## src/ffsa_pkg.sv

```systemverilog
// Shared types and constants for the first-fit segment allocator.
package ffsa_pkg;

   localparam logic ACT_ALLOC = 1'b0;
   localparam logic ACT_FREE  = 1'b1;

   localparam logic [1:0] ST_OK   = 2'd0;
   localparam logic [1:0] ST_NOFIT = 2'd1;
   localparam logic [1:0] ST_FULL = 2'd2;

   // offset and length width in the segment table
   localparam int OFFSET_BITS = 24;

   typedef enum logic [3:0] {
      S_INIT,
      S_IDLE,
      S_FIT_RD,
      S_FIT_CHK,
      S_CO_RDI,
      S_CO_WAITI,
      S_CO_RDJ,
      S_CO_CHK,
      S_SHIFT_RD,
      S_SHIFT_WR,
      S_APPLY,
      S_SUM_RD,
      S_SUM_ACC,
      S_DONE
   } state_type;

endpackage

```

## src/ffsa_ram.sv

```systemverilog
// Generic single-write, single-read RAM with registered read data.
module ffsa_ram #(
   parameter int WIDTH = 48,
   parameter int DEPTH = 64
) (
   input  logic                     clock,
   input  logic                     wr_en,
   input  logic [$clog2(DEPTH)-1:0] wr_addr,
   input  logic [WIDTH-1:0]         wr_data,
   input  logic [$clog2(DEPTH)-1:0] rd_addr,
   output logic [WIDTH-1:0]         rd_data
);
   logic [WIDTH-1:0] mem [DEPTH];

   always_ff @(posedge clock) begin
      if (wr_en) begin
         mem[wr_addr] <= wr_data;
      end
      rd_data <= mem[rd_addr];
   end
endmodule

```

## src/first_fit_segment_allocator.sv

```systemverilog
// First-fit segment allocator: top level with sequencer, table RAM and result register.
// Allocate walks the table to the first entry that fits; a miss adds a coalescing pass plus shifts.
// Every step goes through the single table read port walked by the sequencer.
// One word in flight; req_tready is low while a word is at work, its result waits or csr_valid.
// Reset (synchronous) loads one segment {0, 65536}; a heap_size write loads one segment {0, heap_size}.
module first_fit_segment_allocator #(
   parameter int MAX_SEGMENTS  = 64,
   parameter int MIN_REMAINDER = 12
) (
   input  logic         clock,
   input  logic         reset,
   input  logic         req_tvalid,
   output logic         req_tready,
   // [0] action, [24:1] request_size, [48:25] free_offset, [55:49] zero
   input  logic [55:0]  req_tdata,
   output logic         rsp_tvalid,
   input  logic         rsp_tready,
   // [1:0] status, [25:2] block_offset, [49:26] free_bytes, [73:50] largest_free,
   // [80:74] segment_count, [87:81] zero
   output logic [87:0]  rsp_tdata,
   input  logic         csr_valid,
   output logic         csr_ready,
   input  logic [23:0]  csr_data
);
   import ffsa_pkg::*;

   localparam int AW = $clog2(MAX_SEGMENTS);
   localparam int UW = $clog2(MAX_SEGMENTS + 1);
   localparam int OW = OFFSET_BITS;
   localparam int EW = 2 * OW;
   localparam logic [OW:0] OMAX = {1'b0, {OW{1'b1}}};

   state_type state_ff, state_in;
   logic [UW-1:0] used_ff, used_in, i_ff, i_in, j_ff, j_in;
   logic          act_ff, act_in, retry_ff, retry_in;
   logic [23:0]   size_ff, size_in, fofs_ff, fofs_in;
   logic [OW-1:0] si_ff, si_in, li_ff, li_in;
   logic [1:0]    stat_ff, stat_in;
   logic [23:0]   blk_ff, blk_in;
   logic [24:0]   tot_ff, tot_in;
   logic [OW-1:0] big_ff, big_in;
   logic          ov_ff, ov_in;
   logic [87:0]   out_ff, out_in;
   logic          ovld_ff, ovld_in;
   logic [UW-1:0] rem_ff, rem_in;

   logic          we;
   logic [AW-1:0] wa, ra;
   logic [EW-1:0] wd, rd;
   logic [OW-1:0] rs, rl;

   ffsa_ram #(.WIDTH(EW), .DEPTH(MAX_SEGMENTS)) u_tab (
      .clock(clock), .wr_en(we), .wr_addr(wa), .wr_data(wd), .rd_addr(ra), .rd_data(rd)
   );

   assign rs = rd[EW-1:OW];
   assign rl = rd[OW-1:0];

   assign req_tready = (state_ff == S_IDLE) && !ovld_ff && !csr_valid;
   assign csr_ready  = (state_ff == S_IDLE) && !ovld_ff;
   assign rsp_tvalid = ovld_ff;
   assign rsp_tdata  = out_ff;

   always_ff @(posedge clock) begin
      if (reset) begin
         state_ff <= S_INIT;
         ovld_ff  <= 1'b0;
         used_ff  <= UW'(1);
         ov_ff    <= 1'b0;
      end else begin
         state_ff <= state_in;
         ovld_ff  <= ovld_in;
         used_ff  <= used_in;
         ov_ff    <= ov_in;
      end
      i_ff <= i_in; j_ff <= j_in; act_ff <= act_in; retry_ff <= retry_in;
      size_ff <= size_in; fofs_ff <= fofs_in; si_ff <= si_in; li_ff <= li_in;
      stat_ff <= stat_in; blk_ff <= blk_in;
      tot_ff <= tot_in; big_ff <= big_in; out_ff <= out_in;
      rem_ff <= rem_in;
   end

   logic [OW+1:0] need;
   logic [OW:0]   sum;
   logic [OW-1:0] cut;

   always_comb begin
      state_in = state_ff; used_in = used_ff; i_in = i_ff; j_in = j_ff;
      act_in = act_ff; retry_in = retry_ff; size_in = size_ff; fofs_in = fofs_ff;
      si_in = si_ff; li_in = li_ff;
      stat_in = stat_ff; blk_in = blk_ff; tot_in = tot_ff; big_in = big_ff;
      ov_in = ov_ff; out_in = out_ff; ovld_in = ovld_ff; rem_in = rem_ff;
      we = 1'b0; wa = '0; wd = '0; ra = i_ff[AW-1:0];
      need = {2'b0, OW'(size_ff)} + (OW+2)'(MIN_REMAINDER);
      sum  = {1'b0, rl} + {1'b0, li_ff};
      cut  = li_ff - OW'(size_ff);
      if (ovld_ff && rsp_tready) ovld_in = 1'b0;
      case (state_ff)
         S_INIT: begin
            we = 1'b1; wd = {OW'(0), OW'(24'd65536)};
            used_in = UW'(1); state_in = S_IDLE;
         end
         S_IDLE: begin
            if (!ovld_ff && csr_valid) begin
               we = 1'b1; wd = {OW'(0), OW'(csr_data)}; used_in = UW'(1);
            end else if (!ovld_ff && req_tvalid) begin
               act_in = req_tdata[0]; size_in = req_tdata[24:1];
               fofs_in = req_tdata[48:25];
               stat_in = ST_OK; blk_in = '0; i_in = '0; retry_in = 1'b0;
               if (req_tdata[0] == ACT_FREE) begin
                  state_in = S_APPLY;
               end else begin
                  state_in = S_FIT_RD;
               end
            end
         end
         S_FIT_RD: begin
            if (i_ff >= used_ff) begin
               if (retry_ff) begin
                  stat_in = ST_NOFIT; state_in = S_APPLY;
               end else begin
                  retry_in = 1'b1; i_in = '0; state_in = S_CO_RDI;
               end
            end else begin
               ra = i_ff[AW-1:0]; state_in = S_FIT_CHK;
            end
         end
         S_FIT_CHK: begin
            if ({{(OW+2-OW){1'b0}}, rl} == {2'b0, OW'(size_ff)} ||
                {2'b0, rl} >= need) begin
               si_in = rs; li_in = rl; state_in = S_APPLY;
            end else begin
               i_in = i_ff + UW'(1); state_in = S_FIT_RD;
            end
         end
         // coalescing: entry i against every other j
         S_CO_RDI: begin
            if (i_ff >= used_ff) begin
               i_in = '0; state_in = S_FIT_RD;
            end else begin
               ra = i_ff[AW-1:0]; state_in = S_CO_WAITI;
            end
         end
         S_CO_WAITI: begin
            si_in = rs; li_in = rl; j_in = '0; state_in = S_CO_RDJ;
         end
         S_CO_RDJ: begin
            if (j_ff == i_ff) j_in = j_ff + UW'(1);
            if (j_ff >= used_ff || (j_ff == i_ff && j_ff + UW'(1) >= used_ff)) begin
               i_in = i_ff + UW'(1); state_in = S_CO_RDI;
            end else if (j_ff != i_ff) begin
               ra = j_ff[AW-1:0]; state_in = S_CO_CHK;
            end
         end
         S_CO_CHK: begin
            if ({1'b0, rs} + {1'b0, rl} == {1'b0, si_ff}) begin
               we = 1'b1; wa = j_ff[AW-1:0];
               wd = {rs, (sum > OMAX) ? {OW{1'b1}} : sum[OW-1:0]};
               rem_in = i_ff; state_in = S_SHIFT_RD;
            end else begin
               j_in = j_ff + UW'(1); state_in = S_CO_RDJ;
            end
         end
         // remove entry rem: shift the tail up one place
         S_SHIFT_RD: begin
            if (rem_ff + UW'(1) >= used_ff) begin
               used_in = used_ff - UW'(1);
               state_in = S_CO_RDI;
               if (ov_ff) begin
                  state_in = S_SUM_RD; i_in = '0; tot_in = '0; big_in = '0;
               end
            end else begin
               ra = AW'(rem_ff + UW'(1)); state_in = S_SHIFT_WR;
            end
         end
         S_SHIFT_WR: begin
            we = 1'b1; wa = rem_ff[AW-1:0]; wd = rd;
            rem_in = rem_ff + UW'(1); state_in = S_SHIFT_RD;
         end
         S_APPLY: begin
            ov_in = 1'b1; i_in = '0; tot_in = '0; big_in = '0; state_in = S_SUM_RD;
            if (act_ff == ACT_FREE) begin
               if (used_ff >= UW'(MAX_SEGMENTS)) begin
                  stat_in = ST_FULL;
               end else begin
                  we = 1'b1; wa = used_ff[AW-1:0];
                  wd = {OW'(fofs_ff), OW'(size_ff)}; used_in = used_ff + UW'(1);
               end
            end else if (stat_ff == ST_OK) begin
               if (li_ff == OW'(size_ff)) begin
                  blk_in = 24'(si_ff); rem_in = i_ff; state_in = S_SHIFT_RD;
               end else begin
                  we = 1'b1; wa = i_ff[AW-1:0]; wd = {si_ff, cut};
                  blk_in = 24'(si_ff + cut);
               end
            end
         end
         S_SUM_RD: begin
            if (i_ff >= used_ff) begin
               state_in = S_DONE;
            end else begin
               ra = i_ff[AW-1:0]; state_in = S_SUM_ACC;
            end
         end
         S_SUM_ACC: begin
            tot_in = tot_ff + 25'(rl);
            if (tot_in[24] || tot_ff[24]) tot_in = {1'b1, 24'hFFFFFF};
            if (rl > big_ff) big_in = rl;
            i_in = i_ff + UW'(1); state_in = S_SUM_RD;
         end
         S_DONE: begin
            out_in = {7'd0, 7'(used_ff), 24'(big_ff),
                      tot_ff[24] ? 24'hFFFFFF : tot_ff[23:0], blk_ff, stat_ff};
            ovld_in = 1'b1; ov_in = 1'b0; state_in = S_IDLE;
         end
         default: state_in = S_IDLE;
      endcase
   end

`ifndef ASSERT_OFF
   a_cnt: assert property (@(posedge clock) disable iff (reset)
      used_ff <= UW'(MAX_SEGMENTS)) else $error("segment count overflow");
   a_rdy: assert property (@(posedge clock) disable iff (reset)
      rsp_tvalid |-> !req_tready) else $error("accepting while result held");
   a_hold: assert property (@(posedge clock) disable iff (reset)
      rsp_tvalid && !rsp_tready |=> rsp_tvalid) else $error("result dropped");
`endif
endmodule

```

## config.mk

```make
export PLATFORM = sky130hd
export DESIGN_NAME = first_fit_segment_allocator
export DESIGN_NICKNAME = d
export VERILOG_FILES = /design/src/ffsa_pkg.sv /design/src/ffsa_ram.sv /design/src/first_fit_segment_allocator.sv
export SDC_FILE = /design/constraint.sdc
export NUM_CORES = 2
export LEC_CHECK = 0
export BUFFER_PORTS_ARGS = -buffer_cell sky130_fd_sc_hd__buf_2
export CORE_MARGIN = 1.5
export CORE_UTILIZATION = 40
export CTS_BUF_LIST = sky130_fd_sc_hd__clkbuf_4 sky130_fd_sc_hd__clkbuf_8
export CTS_CLUSTER_DIAMETER = 200
export CTS_CLUSTER_SIZE = 24
export DETAILED_ROUTE_END_ITERATION = 7
export MAX_ROUTING_LAYER = met4
export PLACE_DENSITY = 0.54
export RECOVER_POWER = 50
export SETUP_SLACK_MARGIN = 0.4
export SLEW_MARGIN = 20
export SYNTH_ARGS = -nofsm -noshare
export SYNTH_HDL_FRONTEND = slang
export SYNTH_HIERARCHICAL = 1
export SYNTH_SLANG_ARGS = --single-unit
```

## constraint.sdc

```tcl
create_clock -name clock -period 8.5 [get_ports clock]
set_clock_uncertainty 0.1 [all_clocks]
set_input_delay 0.425 -clock clock [delete_from_list [all_inputs] [get_ports clock]]
set_output_delay 0.425 -clock clock [all_outputs]
set_load 0.02 [all_outputs]
```

After elaboration in Yosys (flattened, before gate mapping)
Memories as Yosys holds them, arrays and structs flattened. A register that Yosys moved wholly into a read port is not among the register bits.
Cells that the tools add are included.
{ "classes": {"bitwise_logic": 1, "n_mux": 99, "add_sub_neg": 11, "n_lt_le_gt_ge": 8, "eq_ne": 41, "n_reduce_logical": 37} }
{ "op_table": {"columns": ["operator", "count"], "rows": [
  ["2-to-1 mux 24 bit", 12],
  ["2-to-1 mux 48 bit", 5],
  ["case mux 48 bit (5 select lines)", 1],
  ["case mux 24 bit (2 select lines)", 3],
  ["2-to-1 mux 7 bit", 19],
  ["2-to-1 mux 25 bit", 3],
  ["case mux 25 bit (3 select lines)", 1],
  ["case mux 24 bit (3 select lines)", 1],
  ["case mux 7 bit (8 select lines)", 1],
  ["adder 24 x 24 -> 25 bit", 2],
  ["equality test 24 bit", 2],
  ["2-to-1 mux 6 bit", 8],
  ["case mux 4 bit (12 select lines)", 1],
  ["2-to-1 mux 4 bit", 11],
  ["case mux 7 bit (3 select lines)", 2],
  ["inequality test 2 bit (second input constant)", 20],
  ["adder 7 x 1 -> 7 bit (second input constant)", 4],
  [">= comparator 7 bit", 4],
  ["case mux 7 bit (4 select lines)", 1],
  ["adder 24 x 4 -> 25 bit (second input constant)", 1],
  ["adder 25 x 24 -> 25 bit", 1],
  ["equality test 25 x 24 -> 1 bit", 1],
  [">= comparator 24 x 25 -> 1 bit", 1],
  ["greater-than comparator 25 x 24 -> 1 bit (second input constant)", 1],
  ["other kinds (38)", 91]
]} }
{ "totals": {"out_inout_bits": 91, "ramBits": 3072, "regBits": 288, "inputBits": 85, "elab_cells": 217, "mem_count": 1} }
{ "memory_table": {"columns": ["memory", "depth", "width", "rd", "rd_clocked_by_memory_dff", "write_ports", "line", "text"], "rows": [
  ["u_tab.mem", 64, 48, 1, 1, 1, "ffsa_ram.sv:13", "logic [WIDTH-1:0] mem [DEPTH];"]
]} }

Logic depth before layout (Yosys ltp)
{ "logic_depth": {"depth_word": 7, "ltp_mapped": 23} }

Cells and area by module
The synthesis kept the hierarchy.
{ "by_module_without_submodules": {"columns": ["module", "area_each_um2", "cells_each", "n_inst"], "rows": [
  ["ffsa_ram", 118190.9, 5247, 1],
  ["first_fit_segment_allocator", 20656.1, 2073, 1]
]} }

Least setup slack after synthesis
Ideal clock, no wire load.
{ "synth_path": {"path_type": "flip-flop to flip-flop", "from": "reg u_tab.rd_data[13], read port of u_tab.mem", "to": "mem u_tab.mem[55][0], enable pin", "n_path_buf": 3, "stages_incl_launch_ff": 17, "period_less_slack_ns": 7.522, "slack_ns": 0.978, "required_time_ns": 7.887, "t_arrival_ns": 6.909, "setup_time_ns": 0.513, "cell_sequence": "dfxtp_1 -> ha_1 -> buf_4 -> a21oi_1 -> o21ai_2 -> a21o_1 -> a21oi_1 -> mux2_2 -> a2111oi_2 -> nand4_1 -> nor4_4 -> nand3_2 -> buf_2 -> o21ai_1 -> clkbuf_1 -> nand3_1 -> nor3_1"} }
{ "synth_between": {"elab_cells_between_ends": 8, "classes_between": "add/sub: 1; eq/ne: 1; mux: 6"} }
{ "synth_rtl": {"columns": ["item", "line", "text"], "rows": [
  ["from (decl)", "ffsa_ram.sv:11", "output logic [WIDTH-1:0] rd_data"],
  ["adder 24 x 24 -> 25 bit", "first_fit_segment_allocator.sv:156", "if ({1'b0, rs} + {1'b0, rl} == {1'b0, si_ff}) begin"],
  ["equality test 25 x 24 -> 1 bit", "first_fit_segment_allocator.sv:156", null],
  ["2-to-1 mux 6 bit", "first_fit_segment_allocator.sv:156", null],
  ["case mux 6 bit (3 select lines)", "first_fit_segment_allocator.sv:98", "case (state_ff)"],
  ["via wa[1]", "first_fit_segment_allocator.sv:48", "logic [AW-1:0] wa, ra;"],
  ["to (decl)", "ffsa_ram.sv:13", null]
]} }
The timed path passes the listed nets, and every way through them passes these cells.

Worst setup path after layout
{ "layout_path": {"from": "reg u_tab.rd_data[6], read port of u_tab.mem", "to": "mem u_tab.mem[5][20], enable pin"} }
Same word-level chain as after synthesis.

==> flow_metrics.env <==
export IMPL_finalHoldViolCount=0
export IMPL_synthArstFlopShare_pct=0
export IMPL_root_buffer="clkbuf_8"
export IMPL_max_slew_margin_rel_pct=-176
export IMPL_placed_area_sq_um=148000
export IMPL_synth_distinct_cells=93
export IMPL_seq_area_frac_synth_pct=73.3
export IMPL_p_per_area_nw_per_um2=309
export IMPL_drt_pass1_iter_count=8
export IMPL_gp_congestion=0.894
export IMPL_antenna_found_initial=41
export IMPL_dp_hpwl_um=257000
export IMPL_slowest_delay_ps=900
export IMPL_synth_edff_count=3347
export IMPL_critical_path_buf_inv_count=2
export IMPL_fmax_mhz=130
export IMPL_synth_seq_cells=3408
export IMPL_ctsHtreeMaxLevel=4
export IMPL_clock_latency_ps=1100
export IMPL_syn_area_sq_um=139000
export IMPL_critPathMaxFanout=10
export IMPL_worstSetupPathType="reg2reg"
export IMPL_worst_path_most_repeated_cell="o21ai_0"
export IMPL_path_delay_family="simple AND/OR/NAND/NOR gates"
export IMPL_first_iter_violations=8770
export IMPL_vias=73958
export IMPL_cts_tree="done"
export IMPL_area_growth_pct=8.64
export IMPL_finalSetupTns_ps=0
export IMPL_fp_dieH_um=592
export IMPL_overflow=0
export IMPL_first_global_vias=73332
export IMPL_ir_drop_mv=0.322
export IMPL_ys_warn_count=6
export IMPL_synth_area_per_cell_sq_um=19.0
export IMPL_portBuffers=161
export IMPL_die_area_sq_um=351000
export IMPL_setup_viol=0
export IMPL_p_leak_uw=0.0480
export IMPL_clk_pin_slew_ps=170
export IMPL_max_cap_viol_count=26
export IMPL_clk_path_buf_depth=4
export IMPL_wire_per_inst_um=34.0
export IMPL_cp_arrival_ps=8320
export IMPL_worstPathRequired_ps=9130
export IMPL_rsz0062_at_grt="no"
export IMPL_end_kind="flip-flop"
export IMPL_coreArea_sq_um=346000
export IMPL_hp_class="in2reg"
export IMPL_clkSinkCount=3408
export IMPL_grtUsageTotal_pct=24.4
export IMPL_ant_nets=0
export IMPL_hold_slack_ps=147
export IMPL_die_x_um=592
export IMPL_finalMaxSlewViolations=1201
export IMPL_ioPinCount=176
export IMPL_final_area_sq_um=151000
export IMPL_status="finished with violations"
export IMPL_ctsResizeCount=0
export IMPL_synth_ff_type="edfxtp_1"
export IMPL_syn_inst=7320
export IMPL_critPathSlowestCell="clkbuf_1"
export IMPL_rows=216
export IMPL_drc_errors=0
export IMPL_initial_core_util_pct=40.1
export IMPL_cts_inserted_buffers=163
export IMPL_worst_pin_slew_ps=4150
export IMPL_grt_pass1_wl_um=581000
export IMPL_via_per_inst=5.99
export IMPL_fin_crit_ps=7700
export IMPL_period_share_pct=90.5
export IMPL_cp_cell_sequence="clkbuf_1, ha_1, a21oi_1, o21ai_0, nor2_1, a21boi_0, a211oi_1, or4_1, nor4_4, nand3_4, o21ai_0, nand3b_1, or2_1, nor2_4, buf_4"
export IMPL_cp_start_kind="flip-flop"
export IMPL_grt_max_degree=103
export IMPL_drt_total_wl_um=420000
export IMPL_violations="max-capacitance violations, max-slew violations"
export IMPL_drive_above_1_share_pct=19.2
export IMPL_nNetsFinal=7999
-- state kept, by name (all words and copies together), names as in the netlist, 25 cells and up --
register and flops:
tot_ff 25, u_tab/mem 3072, rsp_tdata 81, u_tab/rd_data 48
-- tightest hold or removal path: stages --
cell,delay (ps)
buf_2,140
a21oi_1,190
o21ai_0,120
and3_1,230
nand3_1,100
a21oi_1,60
-- report_power, final --
part / leakage (uW) / switching, uW / internal, uW
clock: 0.00136 / 4930 / 1950
sequential: 0.0317 / 401 / 19700
combinational: 0.0149 / 12700 / 7040
total: 0.0480 / 18000 / 28600
-- cell type report --
type,instances,area [sq um]
clock inverters,10,100
clock buffers,195,2500
diodes,31,77.6
inverters,115,433
fillers,30008,195000
well taps,4578,5730
flip-flops and latches,3408,102000
repair buffers,602,4790
multi-input cells,3415,35500
-- synthesized netlist by cell type (44+ instances only) --
cell / number / area (sq um)
edfxtp_1: 3347 / 101000
mux4_2: 672 / 15100
nand2_1: 257 / 965
nor2_1: 249 / 935
mux2i_1: 210 / 2100
ha_1: 203 / 2540
a21oi_1: 189 / 946
clkbuf_1: 185 / 694
nand3_1: 162 / 811
o22ai_1: 133 / 832
buf_2: 111 / 556
inv_1: 111 / 417
a22oi_1: 107 / 803
o21ai_0: 102 / 510
xnor2_1: 99 / 867
nand4_1: 84 / 526
xor2_1: 76 / 666
mux2_2: 74 / 833
a211oi_1: 64 / 480
dfxtp_1: 61 / 1220
and3_1: 58 / 363
nor2b_1: 52 / 325
a21o_1: 50 / 375
o221ai_1: 49 / 429
nand2b_1: 44 / 275
-- cell usage in the layout (no fill, tap or decap), types with 36 or more instances in the layout --
cell type,netlist,final
clkbuf_8,0,165
buf_4,36,195
edfxtp_1,3347,3347
nand2b_1,44,41
nor3_1,38,37
nand4_1,84,84
buf_2,111,64
a21oi_1,189,188
o21ai_0,102,108
mux4_2,672,672
ha_1,203,203
o221ai_1,49,45
nand3_1,162,162
a22oi_1,107,107
or2_2,38,36
nand2_1,257,254
a21o_1,50,50
mux2i_1,210,207
xnor2_1,99,99
xor2_1,76,76
a211oi_1,64,65
clkbuf_1,185,145
nor2_1,249,186
mux2_2,74,74
buf_12,8,54
and3_1,58,57
dlygate4sd3_1,0,100
dfxtp_1,61,60
inv_1,111,111
o22ai_1,133,133
nor2_4,0,62
nor2b_1,52,47
-- timing repair --
action | in CTS | in global routing
hold buffers | 97 | 3
endpoints found under the hold margin | 78 | 19
setup buffers | 0 | 0
-- metal layers --
layer | routed length [um] | GRT usage, %
met3 | 26500 | 2.25
met2 | 205000 | 39.7
met5 | 0 | -
met1 | 175000 | 33.0
met4 | 13500 | 6.60
-- metrics by stage --
stage / cells / utilization [%] / total power (uW) / worst slack (ps)
after floorplan: 7326 / - / 32400 / 978
after global placement: 12008 / 42.7 / 40100 / 671
after detailed placement: 12012 / 42.7 / 40200 / 1530
after CTS: 12314 / 43.7 / 47000 / 1500
after global routing: 12347 / 43.6 / 48400 / 594
final: 12354 / 43.6 / 46700 / 803
-- path summary, 6_finish.rpt --
check	from	to	slack, ps	cells past startpoint
worst min-delay path	csr_valid	used_ff[3]$_SDFFE_PP0P_	150	6
worst min register to register	blk_ff[1]$_SDFFCE_PN0P_	rsp_tdata[3]$_DFFE_PP_	310	0
worst max-delay path	u_tab/rd_data[6]$_DFF_P_	u_tab/mem[5][20]$_DFFE_PP_	800	15
worst max register to register	u_tab/rd_data[6]$_DFF_P_	u_tab/mem[5][20]$_DFFE_PP_	800	15
-- kinds of logic (layout without fill, tap and decap cells) --
group	after synthesis	in the layout	share of synthesized area, %
buf+inv	503	922	1.82
compound gates	1007	1007	5.13
fa+ha+maj	209	209	1.92
xor+xnor	175	175	1.10
flops	3408	3408	73.3
simple gates	1061	1061	3.74
mux	956	956	13.0
other cells	1	38	0.00270
No activity file was read; power rests on OpenSTA's default activity.
